**src/design/assert_macros.svh**
```systemverilog
// ----------------------------------------------------------------------------
// Assertion macros
// Shared concurrent assertion forms, clocked on clk and disabled in reset.
// ----------------------------------------------------------------------------
`ifndef ASSERT_MACROS_SVH
`define ASSERT_MACROS_SVH

// Property that must hold at every edge outside reset.
`define ASSERT_ALWAYS(label, prop, msg) \
  label: assert property (@(posedge clk) disable iff (rst) (prop)) else $error(msg);

// Same-cycle implication.
`define ASSERT_IMPL(label, ante, cons, msg) \
  `ASSERT_ALWAYS(label, (ante) |-> (cons), msg)

// Next-cycle implication.
`define ASSERT_NEXT(label, ante, cons, msg) \
  `ASSERT_ALWAYS(label, (ante) |=> (cons), msg)

`endif

```
**src/design/dhoat_pkg.sv**
```systemverilog
// ----------------------------------------------------------------------------
// dhoat_pkg
// Widths, request/status/mark codes and controller-datapath structs.
// ----------------------------------------------------------------------------
package dhoat_pkg;

  localparam int SLOTS_DEF           = 16;
  localparam int KEY_BITS            = 32;
  localparam int VALUE_BITS          = 32;
  localparam int REQ_BITS            = 2;
  localparam int STATUS_BITS         = 3;
  localparam int MARK_BITS           = 2;
  // key bits folded into the residues per cycle
  localparam int HASH_BITS_PER_CYCLE = 4;

  localparam logic [REQ_BITS-1:0] REQ_INSERT = 2'd0;
  localparam logic [REQ_BITS-1:0] REQ_FIND   = 2'd1;
  localparam logic [REQ_BITS-1:0] REQ_REMOVE = 2'd2;

  localparam logic [MARK_BITS-1:0] MARK_EMPTY    = 2'd0;
  localparam logic [MARK_BITS-1:0] MARK_OCCUPIED = 2'd1;
  localparam logic [MARK_BITS-1:0] MARK_DELETED  = 2'd2;

  localparam logic [STATUS_BITS-1:0] ST_INSERTED  = 3'd0;
  localparam logic [STATUS_BITS-1:0] ST_UPDATED   = 3'd1;
  localparam logic [STATUS_BITS-1:0] ST_FOUND     = 3'd2;
  localparam logic [STATUS_BITS-1:0] ST_NOT_FOUND = 3'd3;
  localparam logic [STATUS_BITS-1:0] ST_REMOVED   = 3'd4;
  localparam logic [STATUS_BITS-1:0] ST_FULL      = 3'd5;

  typedef struct packed {
    logic                   load;
    logic                   probe_start;
    logic                   probe_step;
    logic                   clear_step;
    logic                   wr_insert;
    logic                   wr_update;
    logic                   wr_remove;
    logic                   res_load;
    logic                   res_with_data;
    logic [STATUS_BITS-1:0] res_code;
    logic                   out_load;
  } cmd_t;

  typedef struct packed {
    logic                mod_done;
    logic [REQ_BITS-1:0] req;
    logic                hit;
    logic                empty;
    logic                free_any;
    logic                last;
    logic                clear_last;
  } stat_t;

endpackage

```
**src/design/dhoat_ram.sv**
```systemverilog
// ----------------------------------------------------------------------------
// dhoat_ram
// Generic RAM, one write port and one read port with registered read data.
// ----------------------------------------------------------------------------
module dhoat_ram #(
  parameter int WIDTH = 32,
  parameter int DEPTH = 16
) (
  input  logic                     clk,
  input  logic                     we,
  input  logic [$clog2(DEPTH)-1:0] waddr,
  input  logic [WIDTH-1:0]         wdata,
  input  logic [$clog2(DEPTH)-1:0] raddr,
  output logic [WIDTH-1:0]         rdata
);

  logic [WIDTH-1:0] mem [DEPTH];

  always_ff @(posedge clk) begin
    if (we) begin
      mem[waddr] <= wdata;
    end
    rdata <= mem[raddr];
  end

endmodule

```
**src/design/dhoat_hash.sv**
```systemverilog
// ----------------------------------------------------------------------------
// dhoat_hash
// Iterative reduction of the key mod SLOTS and mod SLOTS-1, a few bits a cycle.
// ----------------------------------------------------------------------------
module dhoat_hash #(
  parameter int SLOTS = dhoat_pkg::SLOTS_DEF
) (
  input  logic                          clk,
  input  logic                          rst,
  input  logic                          start,
  input  logic [dhoat_pkg::KEY_BITS-1:0] key,
  output logic [$clog2(SLOTS)-1:0]      start_idx,
  output logic [$clog2(SLOTS)-1:0]      step,
  output logic                          done
);

  localparam int IW    = $clog2(SLOTS);
  localparam int BPC   = dhoat_pkg::HASH_BITS_PER_CYCLE;
  localparam int STEPS = (dhoat_pkg::KEY_BITS + BPC - 1) / BPC;
  localparam int KP    = STEPS * BPC;
  localparam int CNTW  = $clog2(STEPS + 1);
  localparam logic [IW:0] DIV_A = (IW+1)'(SLOTS);
  localparam logic [IW:0] DIV_B = (IW+1)'(SLOTS - 1);

  logic            busy;
  logic [CNTW-1:0] cnt;
  logic [KP-1:0]   shreg;
  logic [IW-1:0]   rem_a;
  logic [IW-1:0]   rem_b;
  logic [IW-1:0]   rem_a_next;
  logic [IW-1:0]   rem_b_next;

  // shift-subtract: residue stays below the divisor, so one compare per bit
  always_comb begin
    logic [IW:0] ta;
    logic [IW:0] tb;
    rem_a_next = rem_a;
    rem_b_next = rem_b;
    for (int i = 0; i < BPC; i++) begin
      ta = {rem_a_next, shreg[KP-1-i]};
      tb = {rem_b_next, shreg[KP-1-i]};
      if (ta >= DIV_A) begin
        ta = ta - DIV_A;
      end
      if (tb >= DIV_B) begin
        tb = tb - DIV_B;
      end
      rem_a_next = ta[IW-1:0];
      rem_b_next = tb[IW-1:0];
    end
  end

  always_ff @(posedge clk) begin
    if (rst) begin
      busy <= 1'b0;
      done <= 1'b0;
      cnt  <= '0;
    end else begin
      done <= 1'b0;
      if (start) begin
        busy <= 1'b1;
        cnt  <= '0;
      end else if (busy) begin
        cnt <= cnt + CNTW'(1);
        if (cnt == CNTW'(STEPS - 1)) begin
          busy <= 1'b0;
          done <= 1'b1;
        end
      end
    end
  end

  always_ff @(posedge clk) begin
    if (start) begin
      shreg <= KP'(key);
      rem_a <= '0;
      rem_b <= '0;
    end else if (busy) begin
      shreg <= shreg << BPC;
      rem_a <= rem_a_next;
      rem_b <= rem_b_next;
    end
  end

  assign start_idx = rem_a;
  assign step      = rem_b + IW'(1);

endmodule

```
**src/design/dhoat_dp.sv**
```systemverilog
// ----------------------------------------------------------------------------
// dhoat_dp
// Datapath: request registers, probe walker, slot stores, result registers.
// ----------------------------------------------------------------------------
`include "assert_macros.svh"

module dhoat_dp #(
  parameter int SLOTS = dhoat_pkg::SLOTS_DEF
) (
  input  logic                               clk,
  input  logic                               rst,
  input  dhoat_pkg::cmd_t                    cmd,
  output dhoat_pkg::stat_t                   stat,
  input  logic [dhoat_pkg::REQ_BITS-1:0]     req_type,
  input  logic [dhoat_pkg::KEY_BITS-1:0]     key,
  input  logic [dhoat_pkg::VALUE_BITS-1:0]   new_value,
  output logic [dhoat_pkg::STATUS_BITS-1:0]  status,
  output logic [dhoat_pkg::VALUE_BITS-1:0]   read_value,
  output logic [$clog2(SLOTS+1)-1:0]         occupied_count
);

  localparam int IW = $clog2(SLOTS);
  localparam int CW = $clog2(SLOTS + 1);

  logic [dhoat_pkg::REQ_BITS-1:0]    req_q;
  logic [dhoat_pkg::KEY_BITS-1:0]    key_q;
  logic [dhoat_pkg::VALUE_BITS-1:0]  value_q;
  logic [IW-1:0]                     probe_idx;
  logic [IW-1:0]                     pcnt;
  logic [IW-1:0]                     chk_idx;
  logic [IW-1:0]                     chk_cnt;
  logic                              chk_valid;
  logic                              free_seen;
  logic [IW-1:0]                     free_idx;
  logic [IW-1:0]                     free_sel;
  logic [CW-1:0]                     count;
  logic [IW-1:0]                     clr_idx;
  logic [dhoat_pkg::STATUS_BITS-1:0] res_status;
  logic [dhoat_pkg::VALUE_BITS-1:0]  res_value;

  logic [IW-1:0]                     h_start;
  logic [IW-1:0]                     h_step;
  logic                              h_done;
  logic [IW:0]                       psum;
  logic [IW-1:0]                     probe_adv;

  logic                              mark_we;
  logic [IW-1:0]                     mark_waddr;
  logic [dhoat_pkg::MARK_BITS-1:0]   mark_wdata;
  logic [dhoat_pkg::MARK_BITS-1:0]   mark_rd;
  logic [dhoat_pkg::KEY_BITS-1:0]    key_rd;
  logic                              data_we;
  logic [IW-1:0]                     data_waddr;
  logic [dhoat_pkg::VALUE_BITS-1:0]  data_rd;

  dhoat_hash #(.SLOTS(SLOTS)) u_hash (
    .clk       (clk),
    .rst       (rst),
    .start     (cmd.load),
    .key       (key),
    .start_idx (h_start),
    .step      (h_step),
    .done      (h_done)
  );

  // next probe, sum stays below 2*SLOTS
  assign psum      = {1'b0, probe_idx} + {1'b0, h_step};
  assign probe_adv = (psum >= (IW+1)'(SLOTS)) ? IW'(psum - (IW+1)'(SLOTS)) : psum[IW-1:0];

  assign free_sel = free_seen ? free_idx : chk_idx;

  always_comb begin
    mark_we    = cmd.clear_step | cmd.wr_insert | cmd.wr_remove;
    mark_waddr = chk_idx;
    mark_wdata = dhoat_pkg::MARK_DELETED;
    if (cmd.clear_step) begin
      mark_waddr = clr_idx;
      mark_wdata = dhoat_pkg::MARK_EMPTY;
    end else if (cmd.wr_insert) begin
      mark_waddr = free_sel;
      mark_wdata = dhoat_pkg::MARK_OCCUPIED;
    end
    data_we    = cmd.wr_insert | cmd.wr_update;
    data_waddr = cmd.wr_insert ? free_sel : chk_idx;
  end

  dhoat_ram #(.WIDTH(dhoat_pkg::MARK_BITS), .DEPTH(SLOTS)) u_mark_ram (
    .clk   (clk),
    .we    (mark_we),
    .waddr (mark_waddr),
    .wdata (mark_wdata),
    .raddr (probe_idx),
    .rdata (mark_rd)
  );

  dhoat_ram #(.WIDTH(dhoat_pkg::KEY_BITS), .DEPTH(SLOTS)) u_key_ram (
    .clk   (clk),
    .we    (cmd.wr_insert),
    .waddr (free_sel),
    .wdata (key_q),
    .raddr (probe_idx),
    .rdata (key_rd)
  );

  dhoat_ram #(.WIDTH(dhoat_pkg::VALUE_BITS), .DEPTH(SLOTS)) u_data_ram (
    .clk   (clk),
    .we    (data_we),
    .waddr (data_waddr),
    .wdata (value_q),
    .raddr (probe_idx),
    .rdata (data_rd)
  );

  always_comb begin
    stat.mod_done   = h_done;
    stat.req        = req_q;
    stat.hit        = chk_valid && (mark_rd == dhoat_pkg::MARK_OCCUPIED) && (key_rd == key_q);
    stat.empty      = chk_valid && (mark_rd == dhoat_pkg::MARK_EMPTY);
    stat.free_any   = free_seen || (chk_valid && (mark_rd != dhoat_pkg::MARK_OCCUPIED));
    stat.last       = chk_valid && (chk_cnt == IW'(SLOTS - 1));
    stat.clear_last = (clr_idx == IW'(SLOTS - 1));
  end

  // control state
  always_ff @(posedge clk) begin
    if (rst) begin
      chk_valid <= 1'b0;
      free_seen <= 1'b0;
      count     <= '0;
      clr_idx   <= '0;
    end else begin
      if (cmd.clear_step) begin
        clr_idx <= clr_idx + IW'(1);
      end
      if (cmd.probe_start) begin
        chk_valid <= 1'b0;
        free_seen <= 1'b0;
      end else if (cmd.probe_step) begin
        chk_valid <= 1'b1;
        if (chk_valid && (mark_rd != dhoat_pkg::MARK_OCCUPIED)) begin
          free_seen <= 1'b1;
        end
      end
      if (cmd.wr_insert) begin
        count <= count + CW'(1);
      end else if (cmd.wr_remove && (count != '0)) begin
        count <= count - CW'(1);
      end
    end
  end

  // payload
  always_ff @(posedge clk) begin
    if (cmd.load) begin
      req_q   <= req_type;
      key_q   <= key;
      value_q <= new_value;
    end
    if (cmd.probe_start) begin
      probe_idx <= h_start;
      pcnt      <= '0;
    end else if (cmd.probe_step) begin
      probe_idx <= probe_adv;
      pcnt      <= pcnt + IW'(1);
      chk_idx   <= probe_idx;
      chk_cnt   <= pcnt;
      if (chk_valid && !free_seen && (mark_rd != dhoat_pkg::MARK_OCCUPIED)) begin
        free_idx <= chk_idx;
      end
    end
    if (cmd.res_load) begin
      res_status <= cmd.res_code;
      res_value  <= cmd.res_with_data ? data_rd : '0;
    end
    if (cmd.out_load) begin
      status         <= res_status;
      read_value     <= res_value;
      occupied_count <= count;
    end
  end

  `ASSERT_ALWAYS(a_count_range, count <= CW'(SLOTS), "occupied count above table size")
  `ASSERT_IMPL(a_insert_has_free, cmd.wr_insert, stat.free_any && !stat.hit, "insert without free probe")

endmodule

```
**src/design/dhoat_ctrl.sv**
```systemverilog
// ----------------------------------------------------------------------------
// dhoat_ctrl
// Controller: clearing pass, request sequencing, probe decisions, handshakes.
// ----------------------------------------------------------------------------
`include "assert_macros.svh"

module dhoat_ctrl (
  input  logic             clk,
  input  logic             rst,
  input  logic             in_valid,
  output logic             in_stall,
  output logic             out_valid,
  input  logic             out_stall,
  output dhoat_pkg::cmd_t  cmd,
  input  dhoat_pkg::stat_t stat
);

  localparam logic [2:0] S_CLEAR = 3'd0;
  localparam logic [2:0] S_IDLE  = 3'd1;
  localparam logic [2:0] S_HASH  = 3'd2;
  localparam logic [2:0] S_SCAN  = 3'd3;
  localparam logic [2:0] S_DONE  = 3'd4;

  logic [2:0] state;
  logic [2:0] state_next;
  logic       out_valid_next;

  assign in_stall = (state != S_IDLE);

  always_comb begin
    cmd            = '0;
    state_next     = state;
    out_valid_next = out_valid && out_stall;
    case (state)
      S_CLEAR: begin
        cmd.clear_step = 1'b1;
        if (stat.clear_last) begin
          state_next = S_IDLE;
        end
      end
      S_IDLE: begin
        if (in_valid) begin
          cmd.load   = 1'b1;
          state_next = S_HASH;
        end
      end
      S_HASH: begin
        if (stat.mod_done) begin
          if (stat.req inside {dhoat_pkg::REQ_INSERT, dhoat_pkg::REQ_FIND,
                               dhoat_pkg::REQ_REMOVE}) begin
            cmd.probe_start = 1'b1;
            state_next      = S_SCAN;
          end else begin
            cmd.res_load = 1'b1;
            cmd.res_code = dhoat_pkg::ST_NOT_FOUND;
            state_next   = S_DONE;
          end
        end
      end
      S_SCAN: begin
        cmd.probe_step = 1'b1;
        if (stat.hit) begin
          cmd.res_load = 1'b1;
          state_next   = S_DONE;
          case (stat.req)
            dhoat_pkg::REQ_INSERT: begin
              cmd.wr_update = 1'b1;
              cmd.res_code  = dhoat_pkg::ST_UPDATED;
            end
            dhoat_pkg::REQ_FIND: begin
              cmd.res_with_data = 1'b1;
              cmd.res_code      = dhoat_pkg::ST_FOUND;
            end
            default: begin
              cmd.wr_remove = 1'b1;
              cmd.res_code  = dhoat_pkg::ST_REMOVED;
            end
          endcase
        end else if (stat.empty && (stat.req != dhoat_pkg::REQ_INSERT)) begin
          cmd.res_load = 1'b1;
          cmd.res_code = dhoat_pkg::ST_NOT_FOUND;
          state_next   = S_DONE;
        end else if (stat.last) begin
          cmd.res_load = 1'b1;
          state_next   = S_DONE;
          if (stat.req != dhoat_pkg::REQ_INSERT) begin
            cmd.res_code = dhoat_pkg::ST_NOT_FOUND;
          end else if (stat.free_any) begin
            cmd.wr_insert = 1'b1;
            cmd.res_code  = dhoat_pkg::ST_INSERTED;
          end else begin
            cmd.res_code = dhoat_pkg::ST_FULL;
          end
        end
      end
      S_DONE: begin
        // wait for the output register to drain
        if (!out_valid || !out_stall) begin
          cmd.out_load   = 1'b1;
          out_valid_next = 1'b1;
          state_next     = S_IDLE;
        end
      end
      default: begin
        state_next = S_IDLE;
      end
    endcase
  end

  always_ff @(posedge clk) begin
    if (rst) begin
      state     <= S_CLEAR;
      out_valid <= 1'b0;
    end else begin
      state     <= state_next;
      out_valid <= out_valid_next;
    end
  end

  `ASSERT_NEXT(a_accept_hash, in_valid && !in_stall, state == S_HASH, "accepted request not hashed")
  `ASSERT_IMPL(a_write_in_scan, cmd.wr_insert || cmd.wr_update || cmd.wr_remove, state == S_SCAN, "slot write outside probe walk")
  `ASSERT_IMPL(a_result_from_done, $rose(out_valid), $past(state) == S_DONE, "result raised outside completion")

endmodule

```
**src/design/double_hash_open_address_table.sv**
```systemverilog
// ----------------------------------------------------------------------------
// double_hash_open_address_table
// Open-addressed key/value table with double-hashing probe sequence.
// ----------------------------------------------------------------------------
//  channel   handshake              payload
//  input     in_valid / in_stall    req_type, key, new_value
//  output    out_valid / out_stall  status, read_value, occupied_count
//
// After reset the slot marks are cleared one slot at a time; input is stalled then.
// A request first has its key reduced by the hash unit, then walks one probe per
// cycle through the slot RAM read port (at most SLOTS probes, with a registered
// read), then loads its result into the output register.
// A held output stall keeps the finished result and holds off the next one.
// ----------------------------------------------------------------------------
module double_hash_open_address_table #(
  parameter int SLOTS = dhoat_pkg::SLOTS_DEF
) (
  input  logic                               clk,
  input  logic                               rst,
  input  logic                               in_valid,
  output logic                               in_stall,
  input  logic [dhoat_pkg::REQ_BITS-1:0]     req_type,
  input  logic [dhoat_pkg::KEY_BITS-1:0]     key,
  input  logic [dhoat_pkg::VALUE_BITS-1:0]   new_value,
  output logic                               out_valid,
  input  logic                               out_stall,
  output logic [dhoat_pkg::STATUS_BITS-1:0]  status,
  output logic [dhoat_pkg::VALUE_BITS-1:0]   read_value,
  output logic [$clog2(SLOTS+1)-1:0]         occupied_count
);

  dhoat_pkg::cmd_t  cmd;
  dhoat_pkg::stat_t stat;

  dhoat_ctrl u_ctrl (
    .clk       (clk),
    .rst       (rst),
    .in_valid  (in_valid),
    .in_stall  (in_stall),
    .out_valid (out_valid),
    .out_stall (out_stall),
    .cmd       (cmd),
    .stat      (stat)
  );

  dhoat_dp #(.SLOTS(SLOTS)) u_dp (
    .clk            (clk),
    .rst            (rst),
    .cmd            (cmd),
    .stat           (stat),
    .req_type       (req_type),
    .key            (key),
    .new_value      (new_value),
    .status         (status),
    .read_value     (read_value),
    .occupied_count (occupied_count)
  );

endmodule

```
**config.mk**
```make
export PLATFORM = sky130hd
export DESIGN_NAME = double_hash_open_address_table
export DESIGN_NICKNAME = d
export VERILOG_FILES = /design/src/design/dhoat_pkg.sv /design/src/design/dhoat_ram.sv /design/src/design/dhoat_hash.sv /design/src/design/dhoat_dp.sv /design/src/design/dhoat_ctrl.sv /design/src/design/double_hash_open_address_table.sv
export VERILOG_INCLUDE_DIRS = /design/src /design/src/design
export SDC_FILE = /design/constraint.sdc
export NUM_CORES = 1
export LEC_CHECK = 0
export CORE_MARGIN = 2
export CORE_UTILIZATION = 65
export CTS_BUF_LIST = sky130_fd_sc_hd__clkbuf_2 sky130_fd_sc_hd__clkbuf_4 sky130_fd_sc_hd__clkbuf_8
export DETAILED_ROUTE_END_ITERATION = 12
export DONT_BUFFER_PORTS = 1
export PLACE_DENSITY = 0.81
export SYNTH_ARGS = -nofsm -noshare
export SYNTH_HDL_FRONTEND = slang
export SYNTH_SLANG_ARGS = --single-unit
```
**constraint.sdc**
```tcl
create_clock -name clk -period 6.22 [get_ports clk]
set_input_delay 1.244 -clock clk [delete_from_list [all_inputs] [get_ports clk]]
set_output_delay 1.244 -clock clk [all_outputs]
set_load 0.01 [all_outputs]
```
# --- After elaboration in Yosys (flattened, before gate mapping) ---
# Memories as Yosys holds them, arrays and structs flattened. A register that Yosys moved wholly into a read port is not among the register bits.
# Cells that the tools add are included.
# Widths: inputs -> output; s select.
word_totals:
  regBits: 222
  mem_bits_rw: 1056
  input_bits: 70
  output_inout_bits: 42
  word_cells: 185
  memories: 3
memory_table:
  columns: ["name", "words", "width", "rd", "rd_ports_with_merged_regs", "write_ports", "line", "source"]
  rows:
  - ["u_dp.u_data_ram.mem", 16, 32, 1, 1, 1, "dhoat_ram.sv:17", "logic [WIDTH-1:0] mem [DEPTH];"]
  - ["u_dp.u_key_ram.mem", 16, 32, 1, 1, 1, "dhoat_ram.sv:17", null]
  - ["u_dp.u_mark_ram.mem", 16, 2, 1, 1, 1, "dhoat_ram.sv:17", null]
op_classes:
  addsub: 16
  order_cmp: 9
  n_eq_ne: 18
  mux: 77
  n_bitwise: 5
  n_reduce_logical: 32
op_table:
  columns: ["op", "n"]
  rows:
  - ["$mux 32", 2]
  - ["$mux 4", 14]
  - ["$mux 3", 15]
  - ["$mux 1", 36]
  - ["$eq 32x32->1", 1]
  - ["$ge 5x5->1 const B", 5]
  - ["$ge 5x4->1 const B", 4]
  - ["$sub 4x1->4 const B", 5]
  - ["$add 4x1->4 const B", 4]
  - ["$sub 4x4->4 const B", 4]
  - ["$pmux 3 s5", 1]
  - ["$pmux 3 s2", 2]
  - ["$logic_and 1x1->1", 10]
  - ["$mux 5", 2]
  - ["$eq 4x4->1 const B", 2]
  - ["$mux 2", 4]
  - ["$reduce_bool 2->1", 4]
  - ["$eq 3x2->1 const B", 2]
  - ["$ne 2x1->1 const B", 3]
  - ["$reduce_or 2->1", 3]
  - ["$add 4x4->5", 1]
  - ["$add 5x1->5 const B", 1]
  - ["$reduce_and 5->1", 1]
  - ["$reduce_bool 5->1", 1]
  - ["other kinds (20)", 30]

# --- Logic depth before layout (Yosys ltp) ---
# Gate-level depths: netlist of the first run.
depth:
  depth_word: 13
  depth_mapped: 16
  depth_no_buf: 16

# --- By module ---
# Synthesis of the first run repeated with hierarchy kept, for this count alone.
unflattened:
  hier_cells: 2421
  hier_area_um2: 50582.3
modules_own_cells:
  columns: ["mod", "instances", "cells_each", "area_per_inst_um2", "seq_area_each_um2"]
  rows:
  - ["dhoat_ram (u_dp.u_data_ram)", 1, 838, 19836.5, 16015.4]
  - ["dhoat_ram (u_dp.u_key_ram)", 1, 838, 19835.3, 16015.4]
  - ["dhoat_dp", 1, 375, 6419.9, 5014.8]
  - ["dhoat_hash", 1, 223, 2646.3, 1241.2]
  - ["dhoat_ram (u_dp.u_mark_ram)", 1, 78, 1380.1, 1001.0]
  - ["dhoat_ctrl", 1, 69, 464.2, 80.1]

# --- Worst setup path after synthesis of the first run ---
# No wires, ideal clock.
synth_path:
  kind: "reg2reg"
  startpoint: "reg u_dp.key_q[12] in the netlist's numbering"
  endpoint: "reg u_dp.res_status[0] in the netlist's numbering, enable pin"
  setup_time_ps: 476
  t_arrival_ps: 4420
  setup_slack_ps: 1325
  path_stages_with_launch: 7
  path_cell_list: "edfxtp_1 > xnor2_1 > nand4_1 > or4b_1 > nor4_2 > nor2_1 > o21ai_0"
synth_rtl:
  columns: ["element", "line", "source"]
  rows:
  - ["from (decl)", "dhoat_dp.sv:26", "logic [dhoat_pkg::KEY_BITS-1:0] key_q;"]
  - ["from (signal assigned)", "dhoat_dp.sv:156", "key_q <= key;"]
  - ["to (signal assigned)", "dhoat_dp.sv:172", "res_status <= cmd.res_code;"]
  - ["to (decl)", "dhoat_dp.sv:38", "logic [dhoat_pkg::STATUS_BITS-1:0] res_status;"]

# --- Worst setup path after layout of the first run ---
layout_path:
  startpoint: "reg u_dp.key_q[24] in the netlist's numbering"
  endpoint: "mem u_dp.u_data_ram.mem[15][28], enable pin"
layout_via:
  elab_chain_cells: 7
  elab_cells_between_ends: 9
layout_rtl:
  columns: ["element", "line", "source"]
  rows:
  - ["$eq 32x32->1 *", "dhoat_dp.sv:117", "stat.hit = chk_valid && (mark_rd == dhoat_pkg::MARK_OCCUPIED) && (key_rd == key_q);"]
  - ["$logic_and 1x1->1 *", "dhoat_dp.sv:117", null]
  - ["$mux 1 / $mux 2 (equally long branches)", "dhoat_ctrl.sv:62", "if (stat.hit) begin"]
  - ["$mux 3 *", "dhoat_ctrl.sv:34", "case (state)"]
  - ["$or 1x1->1", "dhoat_dp.sv:83", "data_we = cmd.wr_insert | cmd.wr_update;"]
  - ["$mux 1", "dhoat_ram.sv:20", "if (we) begin"]
  - ["$mux 1 (not written as such)", "dhoat_ram.sv:21", "mem[waddr] <= wdata;"]
  - ["to (decl)", "dhoat_ram.sv:17", null]
# Mark *: on every way between the ends. The rest lies on a longest branch, timed or not.

==> results of run 1 <==
[logic make-up after synthesis]
kind of cell               Yosys count  share of synthesized area
AOI/OAI and AO/OA                   89                     0.0129
xor gates and xnor gates            50                    0.00868
adders and majority gates           16                    0.00426
buffers and inverters              114                    0.00883
DFF                               1344                      0.780
muxes                              353                      0.152
and+or+nand+nor                    353                     0.0329
[sequential cells by signal (all words and copies together) (netlist names), 5 cells and up]
| register | cells |
|---|---|
| u_dp.res_value | 32 |
| u_dp.u_key_ram.rdata | 32 |
| u_dp.count | 5 |
| u_dp.u_key_ram.mem | 512 |
| u_dp.key_q | 32 |
| u_dp.value_q | 32 |
| u_dp.read_value | 32 |
| u_dp.u_mark_ram.mem | 32 |
| u_dp.occupied_count | 5 |
| u_dp.u_hash.shreg | 32 |
| u_dp.u_data_ram.mem | 512 |
| u_dp.u_data_ram.rdata | 32 |
[layout make-up]
type / count / area, um^2
Inverter: 17 / 66.3
Clock buffer: 279 / 3410
Antenna cell: 7 / 17.5
Multi-Input combinational cell: 861 / 10900
Fill cell: 3942 / 21000
Timing Repair Buffer: 43 / 385
Sequential cell: 1344 / 39400
Tap cell: 1040 / 1300
Clock inverter: 94 / 752
[final timing paths]
check / end
worst max-delay path: u_dp.u_data_ram.mem[15][28]$_DFFE_PP_
worst min-delay path: u_dp.read_value[21]$_DFFE_PP_
worst max register to register: u_dp.u_data_ram.mem[15][28]$_DFFE_PP_
worst min register to register: u_dp.read_value[21]$_DFFE_PP_
[metrics by stage]
step	hold WS (ns)	util	cells	total power, mW	setup WS (ns)
final	0.423	0.728	3685	19.9	1.09
after global routing	0.399	0.728	3683	20.6	0.832
after CTS	0.388	0.728	3678	20.0	1.16
after detailed placement	0.406	0.674	3305	12.7	1.25
after global placement	0.400	0.674	3305	12.6	1.39
after floorplan	0.400	-	2319	12.1	1.32
[placed cells by master, fill, tap and decap left out, types with 6 or more instances in the layout]
cell type,synthesis,final
edfxtp_1,1245,1245
a31oi_1,10,10
nor2_1,100,68
inv_1,15,15
mux4_2,330,330
xor2_1,18,18
o21ai_0,20,19
clkinv_1,1,44
clkbuf_4,0,69
clkinv_2,0,27
nor3_1,15,14
ha_1,14,14
buf_4,0,38
a21oi_1,17,16
nand2_1,122,122
xnor2_1,32,32
and2_1,38,38
dfxtp_1,99,99
nand4_1,14,14
bufinv_16,0,8
nand2b_1,6,6
clkbuf_8,0,210
mux2i_1,17,17
nand3_1,16,15
diode_2,0,7
nor2b_1,10,10
nor2_4,0,32
[per-layer routing]
layer	global-route usage	vias up
met5	0	-
met4	0.0879	2
met3	0.0621	214
met2	0.456	1673
met1	0.393	12700
li1	-	9875
[cells in the mapped netlist, types with 17 or more instances]
master / n
edfxtp_1: 1245
mux4_2: 330
nand2_1: 122
nor2_1: 100
dfxtp_1: 99
clkbuf_1: 71
and2_1: 38
xnor2_1: 32
buf_1: 22
o21ai_0: 20
xor2_1: 18
a21oi_1: 17
mux2i_1: 17
[critical path: cells and delay by family, from the launching register on]
kind                      cells  cell delay, ns
AOI/OAI and AO/OA             1            0.25
xor gates and xnor gates      1            0.48
buffers and inverters         1            0.37
DFF                           1            0.61
and+or+nand+nor               7            3.08
[report_power, final]
group          internal [mW]  switching (mW)
combinational          0.630            1.01
sequential              10.5           0.462
clock                   3.93            3.45
total                   15.0            4.92
==> summary.md, run 1 <==
| Metric | Value |
|---|---|
| Worst path required time | `6.76 ns` |
| CP Launch Point | `u_dp.key_q[24]$_DFFE_PP_` |
| Clk_lat worst skew | `around 0.87 ns` |
| Power per cell area | `approximately 350 nW/um^2` |
| Peak supply drop | `0.000281 V` |
| Top post-synthesis cells by area | `edfxtp_1, mux4_2, dfxtp_1, nand2_1, nor2_1` |
| Placer Congestion | `about 0.84` |
| Post-synth top area share | `0.741` |
| Grt ovf | `0` |
| Critical path, cell by cell | `xnor2_1 -> nand2_1 -> or4b_1 -> nor4_2 -> nor2_1 -> o22a_1 -> nor2_1 -> nand2_1 -> nor2_4 -> buf_4` |
| Clock transition at path regs | `0.06 ns` |
| Status | `complete, no violations` |
| Final WL | `111000 um` |
| Final hold viol count | `0` |
| Syn Inst Count | `2319` |
| Hold_buf cts | `0` |
| Clock Path Buffers | `3` |
| Post-route DRC | `0` |
| Port Buffer Count | `0` |
| Post-synthesis register bit count | `roughly 1300` |
| Startpoint types | `flop` |
| Starting density of the core | `0.654` |
| RSZ-0062 raised after global routing | `no` |
| Crit path capture type | `flop` |
| DIE AREA | `between 70000 and 80000 um^2` |
| Number of buffers created by CTS | `197` |
| Worst slew pin tran | `1.27 ns` |
| Reg2Reg Depth | `10` |
| H-tree depth | `4` |
| DR vias | `between 20000 and 25000` |
| Core footprint | `77200 um^2` |
| CTS Sinks | `roughly 1300` |
| Avg Cell Area, Syn | `21.8 um^2` |
| Final period util | `0.824` |
| DR WL met2 | `between 50000 and 60000 um` |
| Routed len/inst | `30.2 um` |
| Total GRT Usage | `0.282` |
| CTS tree | `built` |
| Initial antenna violation count | `6` |
| Met3 wire length | `around 11000 um` |
| Setup violations, final | `0` |
| Reg2Reg Setup Slack | `about 1.1 ns` |
| Ys flop type | `edfxtp_1` |
| Part of the Yosys area used for sequential elements | `0.780` |
| P_leak | `18.1 nW` |
| HP Class | `flop to flop` |
| Vias per Instance | `6.63` |
| Max cap viols | `0` |
| Finished Cell Area | `56200 um^2` |
| Synth area leader | `edfxtp_1` |
| Total number of yosys warnings | `0` |
| Global-route wire length before repair | `161000 um` |
| Vias in the first global route | `25100` |
| Placed wire-length estimate | `60900 um` |
| Die width | `283 um` |
| Fin nets | `2550` |
| Hold path depth | `0` |
| Achievable Freq | `195 MHz` |
| Setup Buffers After CTS | `0` |
| Sum of routed wire segments on met1 | `41300 um` |
| Top layer in use | `met5` |
| Crit-path max cell delay | `0.88 ns` |
| Share of layout cells above drive strength 1 | `0.290` |
| Area growth syn-to-layout | `11.4%` |
| Ys async rst share | `0` |
| Total Neg Setup Slack | `0 ns` |
| WS Path Type | `flop to flop` |
| Largest net degree at the start of global routing | `166` |
| Worst-path fanout max | `21` |
| Cts repair resizes | `0` |
| Post-synth EDFFs | `1245` |
| Worst endpoint data arrival time | `5.67 ns` |
| Clk root buf | `clkbuf_8` |
| TritonRoute pass-1 iters | `5` |
| Hold path start | `u_dp.res_value[21]$_SDFFCE_PN0P_` |
| Synth Net Count | `2405` |
| FF-to-FF Start | `u_dp.key_q[24]$_DFFE_PP_` |
| Antenna-violating nets left | `0` |
| Final slew viol count | `0` |
| Io pins | `112` |
| Max-slew headroom | `0.155` |
| Cell row count | `102` |
| Placed Area | `52000 um^2` |
| Initial DRC count | `3407` |
| Clock skew | `0.0481 ns` |
| Max stage delay cell, worst path | `nor4_2` |
| Mapped Area | `50500 um^2` |
| Die H | `283 um` |
| Min Tclk post-route | `5.13 ns` |
| Synth unique cells | `75` |
No activity file was read; power rests on OpenSTA's default activity.
==> run 2, diff against run 1 <==
==> constraint.sdc (replaced) <==
create_clock -name clk -period 5 [get_ports clk]
set_input_delay 1 -clock clk [delete_from_list [all_inputs] [get_ports clk]]
set_output_delay 1 -clock clk [all_outputs]
set_load 0.01 [all_outputs]
==> run 2 against run 1 <==
  * Combinational power up 25%
  * Critical endpoint is now u_dp.u_data_ram.mem[0][2]$_DFFE_PP_
  * Register-to-register slack got worse by 0.31 ns
  * Sequential cell count did not move
  * Clock skew is 0.0016 ns higher
  * Critical path type unchanged
  * Sequential share of layout area shrank 0.49 points
  * Core utilization grew 0.51 points
  * Fmax increased by 22%
  * Highest routed layer unchanged
==> summary.md, run 2 (same netlist as run 1, synthesis figures left out) <==
| Metric | Value |
|---|---|
| Placer Congestion | `0.818 (-2.2%)` |
| Worst Slack Setup Final | `0.785 ns (-0.309 ns)` |
| CTS Sinks | `1344 (unchanged)` |
| Power per cell area | `434 nW/um^2 (+22%)` |
| Vias per Instance | `6.55 (-1.2%)` |
| Share of layout cells above drive strength 1 | `0.302 (+0.0124)` |
| Most frequent cells in the layout | `edfxtp_1, mux4_2, clkbuf_8, nand2_1, dfxtp_1` |
| Grt ovf | `0 (unchanged)` |
| Reg2Reg Depth | `9 (-1)` |
| Final period util | `0.843 (+0.0188)` |
| Placed wire-length estimate | `60300 um (-0.97%)` |
| Crit path to | `u_dp.u_data_ram.mem[0][2]$_DFFE_PP_` |
| Starting density of the core | `0.654 (unchanged)` |
| Peak supply drop | `0.000413 V (+47%)` |
| DR vias | `24300 (-0.38%)` |
| Setup violations, final | `0 (unchanged)` |
| Io pins | `112 (unchanged)` |
| Min Tclk post-route | `4.22 ns (-0.911 ns)` |
| Max cap viols | `0 (unchanged)` |
| P_leak | `18.3 nW (+0.98%)` |
| H-tree depth | `4 (unchanged)` |
| FF-to-FF Start | `u_dp.key_q[11]$_DFFE_PP_` |
| Startpoint types | `flop` |
| CP Launch Point | `u_dp.key_q[11]$_DFFE_PP_` |
| Largest regs | `u_dp.u_data_ram.mem (512), u_dp.u_key_ram.mem (512)` |
| Clk root buf | `clkbuf_8` |
| Worst path required time | `5.45 ns (-1.31 ns)` |
| Initial antenna violation count | `12 (+6)` |
| DIE AREA | `79900 um^2 (unchanged)` |
| HP Class | `primary input to flop` |
| Worst-path fanout max | `32 (+52%)` |
| Worst slew pin tran | `1.31 ns (+0.0438 ns)` |
| Die H | `283 um (unchanged)` |
| Clock Path Buffers | `3 (unchanged)` |
| Clock skew | `0.0498 ns (+0.00163 ns)` |
| Achievable Freq | `237 MHz (+22%)` |
| Antenna-violating nets left | `0 (unchanged)` |
| RR Endpoint | `u_dp.u_data_ram.mem[0][2]$_DFFE_PP_` |
| Status | `complete, no violations` |
| Vias in the first global route | `25000 (-0.27%)` |
| Hold_ws | `0.231 ns (-0.193 ns)` |
| Fin nets | `2579 (+1.1%)` |
| Global-route wire length before repair | `160000 um (-0.95%)` |
| Cell row count | `102 (unchanged)` |
| Clock transition at path regs | `0.07 ns (about the same)` |
| Filler cells | `3953 (+0.28%)` |
| WS Path Type | `flop to flop` |
| Routed len/inst | `29.5 um (-2.5%)` |
| CTS tree | `built` |
| Area growth syn-to-layout | `12.2%` |
| Port Buffer Count | `0 (unchanged)` |
| Max-slew headroom | `0.124 (-0.0313)` |
| Reg2Reg Setup Slack | `0.78 ns (-0.31 ns)` |
| Total GRT Usage | `0.281 (-0.00142)` |
| Cts repair resizes | `0 (unchanged)` |
| Number of buffers created by CTS | `196 (-0.51%)` |
| Worst endpoint data arrival time | `4.67 ns (-1.00 ns)` |
| RSZ-0062 raised after global routing | `no` |
| Crit path capture type | `flop` |
| Final WL | `110000 um (-1.6%)` |
| Hold_buf cts | `0 (unchanged)` |
| Setup WS pre-CTS | `0.912 ns (-0.337 ns)` |
| Largest net degree at the start of global routing | `112 (-33%)` |
| Setup Buffers After CTS | `0 (unchanged)` |
| Core footprint | `77200 um^2 (unchanged)` |
| Clk_lat worst skew | `0.85 ns (-0.02 ns)` |
| Die width | `283 um (unchanged)` |
| Post-route DRC | `0 (unchanged)` |
| Final hold viol count | `0 (unchanged)` |
| Most common cell after layout, fill and taps aside | `edfxtp_1` |
| Initial DRC count | `3089 (-9.3%)` |
| TritonRoute pass-1 iters | `7 (+2)` |
| Total Neg Setup Slack | `0 ns (unchanged)` |
| Final slew viol count | `0 (unchanged)` |
-- run 2: changes by cell type in the layout (fill, tap and decap cells not counted), moves of 2 or more --
| cell | previous run | this run |
|---|---|---|
| inv_8 | 1 | 5 |
| buf_12 | 5 | 21 |
| inv_16 | 3 | 0 |
| bufinv_16 | 8 | 4 |
| clkinv_1 | 44 | 26 |
| clkinv_8 | 3 | 1 |
| diode_2 | 7 | 17 |
| clkbuf_8 | 210 | 218 |
| inv_6 | 4 | 2 |
| clkinv_2 | 27 | 19 |
| clkbuf_4 | 69 | 83 |
| buf_4 | 38 | 52 |
-- run 2: where the power goes --
group          internal (mW)  switching, mW  leakage, nW
logic                  0.789           1.26         3.93
clock network           4.87           4.13         2.20
registers               13.0          0.517         12.1
total                   18.7           5.91         18.3
-- run 2: stage by stage --
stage	power, mW	cells	util	instance area, um^2
finish	24.6	3716	0.733	56600
CTS	24.7	3699	0.733	56600
global placement	15.6	3335	0.680	52500
detailed placement	15.8	3335	0.680	52500
floorplan	15.1	2319	-	50500
global route	25.4	3714	0.733	56600
-- run 2: layout make-up --
class | count | area (um^2) | area share
Antenna cell | 17 | 42.5 | 0.000751
Inverter | 17 | 66.3 | 0.00117
Tap cell | 1040 | 1300 | 0.0230
Clock inverter | 63 | 483 | 0.00853
Sequential cell | 1344 | 39400 | 0.695
Timing Repair Buffer | 73 | 811 | 0.0143
Multi-Input combinational cell | 861 | 10900 | 0.193
Clock buffer | 301 | 3620 | 0.0640
-- run 2: how the worst min path moves through the flow --
| stage | slack, ns | endpoint | cells past startpoint | from |
|---|---|---|---|---|
| after floorplan | 0.40 | u_dp.read_value[0]$_DFFE_PP_ | 0 | u_dp.res_value[0]$_SDFFCE_PN0P_ |
| after global placement | 0.40 | u_dp.read_value[2]$_DFFE_PP_ | 0 | u_dp.res_value[2]$_SDFFCE_PN0P_ |
| after detailed placement | 0.40 | u_dp.read_value[11]$_DFFE_PP_ | 0 | u_dp.res_value[11]$_SDFFCE_PN0P_ |
| after global routing | 0.18 | u_dp.count[1]$_SDFFE_PP0P_ | 1 | rst |
| after CTS | 0.17 | u_dp.u_hash.busy$_SDFF_PP0_ | 1 | rst |
| final | 0.23 | u_dp.u_hash.busy$_SDFF_PP0_ | 1 | rst |
-- run 2: worst max-delay path: stages (launching register included) --
cell and delay [ns]:
edfxtp_1 0.66, xnor2_1 0.37, nand4_1 0.16, nor4b_1 0.45, nand4_1 0.48, nand4_2 0.45
mux2i_1 0.26, nand2_1 0.26, nor2_4 0.15, buf_4 0.54
-- run 2: metal layers --
metal	vias up	track usage	wire [um]
li1	9933	-	-
met1	12600	0.387	40600
met2	1579	0.438	54700
met3	200	0.0813	11400
met4	2	0.0981	2760
met5	-	0	12
